## config.mk

```make
export PLATFORM = sky130hd
export DESIGN_NAME = oaht_ram
export DESIGN_NICKNAME = d
export VERILOG_FILES = /design/src/rtl/core/oaht_ram.sv
export SDC_FILE = /design/constraint.sdc
export NUM_CORES = 1
export LEC_CHECK = 0
export BUFFER_PORTS_ARGS = -buffer_cell sky130_fd_sc_hd__buf_2
export CAP_MARGIN = 20
export CORE_UTILIZATION = 35
export CTS_CLUSTER_DIAMETER = 200
export DETAILED_ROUTE_END_ITERATION = 6
export PLACE_DENSITY = 0.53
export SYNTH_ARGS = -nofsm -noshare
export SYNTH_HDL_FRONTEND = slang
export SYNTH_SLANG_ARGS = --single-unit
```

## constraint.sdc

```tcl
create_clock -name aclk -period 4.2 [get_ports aclk]
set_input_delay 1.26 -clock aclk [delete_from_list [all_inputs] [get_ports aclk]]
set_output_delay 1.26 -clock aclk [all_outputs]
set_load 0.01 [all_outputs]
```

## src/rtl/core/oaht_ram.sv

```systemverilog
`timescale 1ns / 1ps

module oaht_ram #(
    parameter int WIDTH = 8,
    parameter int DEPTH = 16
) (
    input  logic                     aclk,
    input  logic                     we,
    input  logic [$clog2(DEPTH)-1:0] waddr,
    input  logic [WIDTH-1:0]         wdata,
    input  logic                     re,
    input  logic [$clog2(DEPTH)-1:0] raddr,
    output logic [WIDTH-1:0]         rdata
);

    logic [WIDTH-1:0] mem [DEPTH];

    // write port
    always_ff @(posedge aclk) begin
        if (we) begin
            mem[waddr] <= wdata;
        end
    end

    // registered read port
    always_ff @(posedge aclk) begin
        if (re) begin
            rdata <= mem[raddr];
        end
    end

endmodule

```

Word level (Yosys, flattened, before mapping) --
Memories as Yosys holds them, arrays and structs flattened. A register that Yosys moved wholly into a read port is not among the register bits. Index checks and enable logic that the tools add are counted. Widths: inputs -> output; s select.
Cells by class: reductions and logical operators 0, equality and inequality tests 0, multipliers 0, order comparisons 0, shift-type cells 0, bitwise logic cells 0, mux-type cells 2, add/subtract/negate cells 0, divide/modulo/power cells 0
Operators with widths (number):
- $mux 1 | 2
Storage, ports and cells: bits in writable memories 128, memories 1, bits in latches 0, memory bits (read-only) 0, bits in registers 0
Memory list:
- mem | words 16, width 8, rd ports 1, clocked after Yosys merged registers in 1, wr ports 1, RTL line 16 | logic [WIDTH-1:0] mem [DEPTH];

Depth between registers and ports, before layout --
Gate-level depths: netlist of run 1.
depth in word-level cells 2, gate-level depth with buffers 5, depth with buffers taken out 3

Worst setup path before layout of run 1 --
Ideal clock, no wire load.
path type input to register, from input waddr[2], to memory mem[0][0] (enable), setup slack 1.447 ns, path buffers 0, data arrival time 2.370 ns, stages 2, data required time 3.817 ns, cells stage by stage or3b_2 > nor3_1
RTL lines:
- from (decl) | RTL line 9 | input logic [$clog2(DEPTH)-1:0] waddr,
- to (decl) | RTL line 16
No word-level cell before the write port.

==> metrics, run 1 <==
buffer count from post-CTS setup fixing=0; worst skew pair latency=0.41 ns; total of buffers placed on input and output ports=26; commonest non-fill, non-tap cells in the layout=136 x sky130_fd_sc_hd__edfxtp_1, 26 x sky130_fd_sc_hd__buf_2, 18 x sky130_fd_sc_hd__mux4_2; cell type with the largest total area after synthesis=sky130_fd_sc_hd__edfxtp_1; core region area=about 15000 sq um; area of the mapped netlist=between 5000 and 6000 sq um; largest fanout on the critical path=21; Die Y=124 um; cell at the slowest stage of the critical path=sky130_fd_sc_hd__mux4_1; Max Clock Skew=around 0.0049 ns; final WL=between 10 and 15 mm; post-synthesis sequential area ratio=0.781; Net count, final=289; achievable clock frequency=around 350 MHz; run status=completed; cells taking the most area after synthesis=sky130_fd_sc_hd__edfxtp_1 78%, sky130_fd_sc_hd__mux4_2 7.8%, sky130_fd_sc_hd__mux4_1 7.0%, sky130_fd_sc_hd__a22oi_1 2.3%, sky130_fd_sc_hd__nor2_1 0.93%; number of enable-type register cells in the synthesized netlist=136; Synth Flop Type=sky130_fd_sc_hd__edfxtp_1; maximum VDD drop=between 0.0002 and 0.0003 V; DRC marker count from the first detailed-route iteration=~170; Final Hold Vio Count=0; type of destination of the critical path=register; share of synthesized flip-flops with an asynchronous set or reset=0; kind of cell adding the most delay to the critical path=buffers and inverters; Mapped Avg Cell Area=~23 sq um; met2 WL post-DR=4.87 mm; number of CTS-inserted buffers=17; maximum number of pins on one net before global-route repair=33; via/cell ratio=5.10; clock-pin transition on the worst setup and hold timing paths=0.05 ns; unrepaired setup endpoints after global routing=false; Hold Crit Class=reg -> reg; first-pass GRT wire length=approximately 15 mm; routed vias=between 2k and 2.5k; M1 WL=4.74 mm; routed wl met3=422 um; Max Root-Sink Buffers=2; Synthesis Warnings=0; drc violations=0; CP Data Required Time=between 4 and 5 ns; Relative slew margins=0.369; # clock sinks=136; Core Rows=44; via count of the first global-routing pass=about 2.4k; Final Max Tran Viols=0; initial core utilization=0.360; grt total ovfl=0; series of cell instances along the critical path=buf_2, buf_4, mux4_1, a22oi_1, nand2_1; diodes inserted=0; highest routed metal layer=met4; synth-to-layout area growth=16.5%; Seq. cell area=a little over 4000 sq um; largest stage delay on the critical path=0.56 ns; area share of the largest cell type after synthesis=0.781; RD Place Congestion=0.664; Leak Pwr=roughly 0.0020 uW; post-DR wirelength/cell=approximately 22 um; CTS Hold Buffers Added=0; number of antenna violations at the first check in global routing=0; drt first pass iters=4; Setup-failing EPs final=0; total buffers and inverters traversed by the critical path=2; final critical delay including setup and external delays=about 2.8 ns; Post-Syn Instances=between 200 and 250; overall track demand over capacity in global routing=0.142; clock tree from TritonCTS=built; number of storage elements in the synthesis netlist=roughly 140; worst setup path class=in -> reg; startpoint type of the worst setup path=input port; slew of the pin with the lowest slew margin=0.944 ns; unique cell type count in the Yosys netlist=18; power per cell area=between 400 and 500 nW/um^2; sum of negative setup slack=0 ns; fill count=approximately 1.3k; most common cell after layout, fill and taps aside=sky130_fd_sc_hd__edfxtp_1; H-Tree Level Count=4; die boundary width=between 100 and 150 um; proportion of layout cells with a drive suffix above 1=0.266; share of the core filled with cells in the final layout=0.419; share of the cycle needed by the critical path after routing=0.673; footprint of the multi-input gates=between 1000 and 1500 sq um; number of nets in the synthesized netlist=248; total I/O pin count=27; data arrival time of the worst path=2.98 ns; Die Footprint=15400 sq um; Resize count post-CTS=0; number of nets with antenna violations after detailed routing=0; buffer cell driving the clock tree root=sky130_fd_sc_hd__clkbuf_16; number of maximum-capacitance constraint violations=0; Detailed Place HPWL=between 6 and 7 mm
[routing by layer]
metal,vias up,GRT usage
li1,1060,-
met1,1247,0.191
met2,59,0.216
met3,9,0.0392
met4,0,0.0595
met5,-,0
[final cells by class]
class	count	area share
Clock buffer	21	0.0723
Clock inverter	10	0.0173
Multi-Input combinational cell	83	0.174
Sequential cell	136	0.670
Tap cell	184	0.0378
Timing Repair Buffer	32	0.0288
[metrics by stage]
| stage | hold slack, ns | total power, uW | setup WS [ns] | cell area [sq um] | std cells |
|---|---|---|---|---|---|
| floorplan | 0.705 | 1640 | 1.45 | 5230 | 229 |
| global placement | 0.727 | 1700 | 0.925 | 5550 | 435 |
| detailed placement | 0.749 | 1710 | 0.904 | 5550 | 435 |
| CTS | 0.759 | 3070 | 1.34 | 6090 | 466 |
| global route | 0.799 | 3130 | 1.22 | 6090 | 466 |
| finish | 0.758 | 3040 | 1.37 | 6090 | 466 |
[path summary, 6_finish.rpt]
path / startpoint / endpoint / slack (ns) / depth (start not counted)
hold reg to reg: mem[8][1] / rdata[1] / 0.76 / 3
setup reg to reg: mem[5][3] / rdata[3] / 2.67 / 3
setup / recovery: raddr[0] / rdata[4] / 1.37 / 5
hold / removal: mem[8][1] / rdata[1] / 0.76 / 3
[report_power, final]
group          internal, uW  switching [uW]  leakage [uW]  total [uW]
Clock                   861             505      0.000259        1370
Sequential             1530            7.76       0.00124        1540
Combinational          54.6            83.0      0.000504         138
Total                  2450             596       0.00200        3040
[worst register-to-register path: cells and delay by family, from the launching register on]
kind             cells  cell delay [ns]
AO/OA/AOI/OAI        1             0.28
flip-flops           1             0.36
multiplexers         1             0.56
AND/OR/NAND/NOR      1             0.09
[cells in the mapped netlist (2+ instances only)]
cell	n
sky130_fd_sc_hd__nand3b_1	2
sky130_fd_sc_hd__mux4_1	14
sky130_fd_sc_hd__clkdlybuf4s25_2	3
sky130_fd_sc_hd__nand2b_1	2
sky130_fd_sc_hd__buf_2	3
sky130_fd_sc_hd__nand2_1	9
sky130_fd_sc_hd__edfxtp_1	136
sky130_fd_sc_hd__mux4_2	18
sky130_fd_sc_hd__nor2_1	13
sky130_fd_sc_hd__buf_6	3
sky130_fd_sc_hd__a22oi_1	16
sky130_fd_sc_hd__nor3_1	4
[cells by family (layout without fill, tap and decap cells)]
family | after synthesis | in the layout | share of synthesized area
buf+inv | 10 | 63 | 0.0165
mux | 32 | 32 | 0.148
compound gates | 16 | 16 | 0.0230
flops | 136 | 136 | 0.781
simple gates | 35 | 35 | 0.0314
[flip-flops by register name, summed over array words and instances (netlist names)]
signal / flops
rdata: 8
mem: 128
Note: power is estimated with default switching activity, not from simulation.
==> inputs of run 2 (changes only) <==
Clock period 4.2 ns to 2.8 ns, I/O delays scaled along.
==> run 2 against run 1 <==
Compared with the run above: largest power group unchanged; die area did not move; sequential share of layout area down 2.1 points; utilization rose by 1.4 points; critical path depth did not move; global-route usage grew 0.63 points.
==> metrics, run 2 (synthesis gave the netlist of run 1 again) <==
Resize count post-CTS=0; via/cell ratio=5.05; overall track demand over capacity in global routing=0.148; most common cell after layout, fill and taps aside=sky130_fd_sc_hd__edfxtp_1; endpoint with the worst hold slack=rdata[4]; synth-to-layout area growth=20.3%; unrepaired setup endpoints after global routing=false; slew of the pin with the lowest slew margin=roughly 0.47 ns; Die Y=roughly 120 um; buffer cell driving the clock tree root=sky130_fd_sc_hd__clkbuf_16; final WL=around 10 mm; number of nets with antenna violations after detailed routing=0; total power=4770 uW; Final Hold Vio Count=0; Final Max Tran Viols=0; sum of negative setup slack=0 ns; achievable clock frequency=505 MHz; Placement Cell Area=around 5700 sq um; Worst Hold Launch=mem[14][4]; CTS Hold Buffers Added=0; CP Data Required Time=a little under 3 ns; RD Place Congestion=0.665; cell at the slowest stage of the critical path=sky130_fd_sc_hd__mux4_2; H-Tree Level Count=4; number of CTS-inserted buffers=17; Hold Crit Class=reg -> reg; worst skew pair latency=0.41 ns; share of the core filled with cells in the final layout=0.433; series of cell instances along the critical path=buf_2, buf_12, mux4_2, a22oi_1, nand2_1; maximum VDD drop=0.000502 V; number of antenna violations at the first check in global routing=0; final critical delay including setup and external delays=~2 ns; total of buffers placed on input and output ports=26; largest fanout on the critical path=18; worst reg2reg path endpoint=rdata[4]; largest registers=mem (128), rdata (8); FF-to-FF Start=mem[3][4]; commonest non-fill, non-tap cells in the layout=136 x sky130_fd_sc_hd__edfxtp_1, 26 x sky130_fd_sc_hd__buf_2, 18 x sky130_fd_sc_hd__mux4_2, 18 x sky130_fd_sc_hd__buf_4, 17 x sky130_fd_sc_hd__clkbuf_16; clock tree from TritonCTS=built; diodes inserted=0; # clock sinks=roughly 140; count of placed standard cells including taps=between 400 and 500; largest register by flop count=mem; core region area=14500 sq um; Worst Reg2Reg Path Length in Cells=3; flip-flop count of the largest register, all copies and words added=128; first-pass GRT wire length=16.0 mm; final non-filler cell area=6290 sq um; post-DR wirelength/cell=21.8 um; die boundary width=approximately 120 um; slack of the worst reg-to-reg path=1.32 ns; total I/O pin count=27; number of maximum-capacitance constraint violations=0; maximum number of pins on one net before global-route repair=33; Detailed Place HPWL=~6.5 mm; final std cells w/o fill=between 400 and 500; Max Root-Sink Buffers=2; routed vias=~2.4k; DRC marker count from the first detailed-route iteration=~200; grt total ovfl=0; Relative slew margins=0.686; clock-pin transition on the worst setup and hold timing paths=0.06 ns; type of destination of the critical path=register; Leak Pwr=roughly 0.0021 uW; largest stage delay on the critical path=about 0.53 ns; initial core utilization=0.360; Setup-failing EPs final=0; Net count, final=~300; drc violations=0; count of cells along the worst hold path=3; Max Clock Skew=approximately 0.008 ns; proportion of layout cells with a drive suffix above 1=0.306; power per cell area=approximately 760 nW/um^2; Die Footprint=about 15000 sq um; via count of the first global-routing pass=~2.5k; drt first pass iters=4; run status=completed; buffer count from post-CTS setup fixing=0; startpoint type of the worst setup path=input port; worst setup path class=in -> reg; Core Rows=44; data arrival time of the worst path=~2.1 ns; share of the cycle needed by the critical path after routing=0.708
## run 2: where the power goes
| part | total [uW] | switching, uW | internal [uW] |
|---|---|---|---|
| registers | 2310 | 13.4 | 2300 |
| clock network | 2240 | 771 | 1470 |
| logic | 217 | 123 | 93.4 |
## run 2: critical path: cells and delay by family
| kind | cells | cell delay (ns) |
|---|---|---|
| AND/OR/NAND/NOR | 1 | 0.09 |
| AO/OA/AOI/OAI | 1 | 0.25 |
| multiplexers | 1 | 0.53 |
| buffers and inverters | 2 | 0.41 |
## run 2: routing by layer
metal	track usage	part of all wire
met5	0	0
met4	0.0574	0.012
met3	0.0418	0.032
met2	0.226	0.49
met1	0.201	0.47
## run 2: worst max path at each step
stage / depth (start not counted) / from / slack [ns] / endpoint
after CTS: 5 / raddr[0] / 0.80 / rdata[6]
after floorplan: 2 / waddr[2] / 0.47 / mem[0][0]
after global placement: 5 / raddr[0] / 0.36 / rdata[6]
after detailed placement: 5 / raddr[0] / 0.38 / rdata[5]
after global routing: 5 / raddr[0] / 0.72 / rdata[2]
final: 5 / raddr[0] / 0.82 / rdata[6]
## run 2: final cells by class
type | count | area, sq um
sequential | 136 | 4080
clock buffer | 21 | 440
timing repair buffer | 47 | 325
fill | 1270 | 8240
clock inverter | 10 | 153
multi-input combinational | 83 | 1060
tap | 184 | 230
## run 2: metrics by stage
stage	setup slack [ns]	hold slack, ns
after floorplan	0.467	0.705
after global placement	0.358	0.729
after detailed placement	0.379	0.733
after CTS	0.796	0.747
after global routing	0.723	0.786
final	0.819	0.746
==> inputs of run 3 (changes only) <==
Clock period 2.8 ns to 2.04 ns, I/O delays scaled along.
==> run 3 against run 2 <==
Compared with the run above: combinational power rose by 40%; clock-buffer cell count fell by 3; utilization rose by 0.40 points; sequential cell count did not move; clock power rose by 29%; via count rose by 3.9%; largest cell class unchanged; highest routed layer unchanged.
==> metrics, run 3 (synthesis gave the netlist of run 1 again) <==
drt first pass iters=5; total of buffers placed on input and output ports=26; Detailed Place HPWL=about 7.0 mm; kind of cell adding the most delay to the critical path=multiplexers; Net count, final=around 320; power per cell area=1000 nW/um^2; Worst Hold Margin=around 0.58 ns; via count of the first global-routing pass=2647; Die Y=124 um; switching power total=around 1300 uW; final non-filler cell area=6350 sq um; flip-flop count of the largest register, all copies and words added=about 130; slew of the pin with the lowest slew margin=0.836 ns; run status=completed; worst setup path class=in -> reg; proportion of layout cells with a drive suffix above 1=0.350; Max Clock Skew=a little under 0.006 ns; proportion of total power due to net switching=0.205; data arrival time of the worst path=around 1.9 ns; # clock sinks=around 140; via/cell ratio=slightly above 5; clock tree from TritonCTS=built; count of placed standard cells including taps=461; buffer cell driving the clock tree root=sky130_fd_sc_hd__clkbuf_16; largest fanout on the critical path=8; overall track demand over capacity in global routing=0.145; maximum VDD drop=about 0.00064 V; sequential share of power=0.497; maximum number of pins on one net before global-route repair=19; synth-to-layout area growth=21.4%; worst skew pair latency=0.41 ns; type of destination of the critical path=register; internal portion of total power=~5100 uW; share of the cycle needed by the critical path after routing=0.872; final critical delay including setup and external delays=1.78 ns; die boundary width=between 100 and 150 um; Max Root-Sink Buffers=2; startpoint type of the worst setup path=input port; drc violations=0; largest registers=mem (128), rdata (8); RD Place Congestion=between 0.7 and 0.8; first-pass GRT wire length=16.0 mm; combinational group share of total power=0.048; grt total ovfl=0; Setup-failing EPs final=0; total I/O pin count=27; series of cell instances along the critical path=buf_2, buf_4, mux4_1, a22oi_1, nand2_1; initial core utilization=0.360; number of maximum-capacitance constraint violations=0; cell at the slowest stage of the critical path=sky130_fd_sc_hd__mux4_1; H-Tree Level Count=4; CTS Hold Buffers Added=0; unrepaired setup endpoints after global routing=false; buffer count from post-CTS setup fixing=0; commonest non-fill, non-tap cells in the layout=136 x sky130_fd_sc_hd__edfxtp_1, 29 x sky130_fd_sc_hd__buf_4, 26 x sky130_fd_sc_hd__buf_2; Resize count post-CTS=0; clock-pin transition on the worst setup and hold timing paths=~0.060 ns; fraction of power consumed by the clock network=0.455; routed vias=about 2.5k; largest register by flop count=mem; Placement Cell Area=between 5000 and 6000 sq um; Final Max Tran Viols=0; final WL=10.4 mm; core region area=14500 sq um; number of nets with antenna violations after detailed routing=0; number of antenna violations at the first check in global routing=0; Leak Pwr=roughly 0.0022 uW; DRC marker count from the first detailed-route iteration=around 220; Core Rows=between 40 and 50; share of the core filled with cells in the final layout=0.437; number of CTS-inserted buffers=17; Final Hold Vio Count=0; total buffers and inverters traversed by the critical path=2; most common cell after layout, fill and taps aside=sky130_fd_sc_hd__edfxtp_1; Hold Crit Class=in -> reg; Relative slew margins=0.441; final std cells w/o fill=between 400 and 500; largest stage delay on the critical path=between 0.5 and 0.6 ns; sum of negative setup slack=0 ns; achievable clock frequency=~560 MHz; CP Data Required Time=roughly 2.2 ns; post-DR wirelength/cell=21.0 um; diodes inserted=0; Die Footprint=15400 sq um
run 3: cell count changes in the layout (fill, tap and decap cells not counted):
cell,previous run,this run
sky130_fd_sc_hd__buf_4,18,29
sky130_fd_sc_hd__clkinv_2,2,6
sky130_fd_sc_hd__clkbuf_1,4,1
sky130_fd_sc_hd__bufinv_16,4,2
sky130_fd_sc_hd__clkinv_4,0,2
sky130_fd_sc_hd__clkinv_1,2,1
sky130_fd_sc_hd__clkinvlp_4,2,3
sky130_fd_sc_hd__nor3_1,4,3
sky130_fd_sc_hd__nor3_2,0,1
run 3: worst paths after layout:
kind	from	endpoint	slack [ns]	cells past startpoint
min reg2reg	mem[12][3]	rdata[3]	0.77	3
max reg2reg	mem[1][3]	rdata[3]	0.56	3
max	raddr[0]	rdata[4]	0.26	5
min	wdata[0]	mem[14][0]	0.58	1
run 3: power groups by stage:
stage | registers (uW) | clock network (uW) | logic [uW]
4_1_cts | 3170 | 2950 | 311
3_3_place_gp | 3220 | 0 | 309
6_report | 3170 | 2900 | 304
3_5_place_dp | 3230 | 0 | 310
2_1_floorplan | 3230 | 0 | 159
5_1_grt | 3170 | 3070 | 332
run 3: through the flow:
step	power (uW)	setup slack, ns
after floorplan	3380	0.146
after global placement	3530	-0.194
after detailed placement	3540	-0.182
after CTS	6430	0.233
after global routing	6570	0.194
final	6370	0.261
run 3: final cells by class:
type / instances / area, sq um
clock inverters: 14 / 134
clock buffers: 18 / 429
well taps: 184 / 230
multi-input cells: 83 / 1060
flip-flops and latches: 136 / 4080
fillers: 1253 / 8190
repair buffers: 58 / 408
run 3: metal layers:
metal / part of all wire / up-vias / routed length (um) / track usage
li1: - / 1120 / - / -
met1: 0.45 / 1319 / 4690 / 0.191
met2: 0.50 / 69 / 5140 / 0.229
met3: 0.035 / 16 / 364 / 0.0362
met4: 0.016 / 0 / 161 / 0.0588
met5: 0 / - / 0 / 0
run 3: worst reg2reg max path, delay by kind of cell (launching register included):
kind	cells	cell delay, ns
muxes	1	0.52
DFF	1	0.34
AOI/OAI and AO/OA	1	0.28
and+or+nand+nor	1	0.08
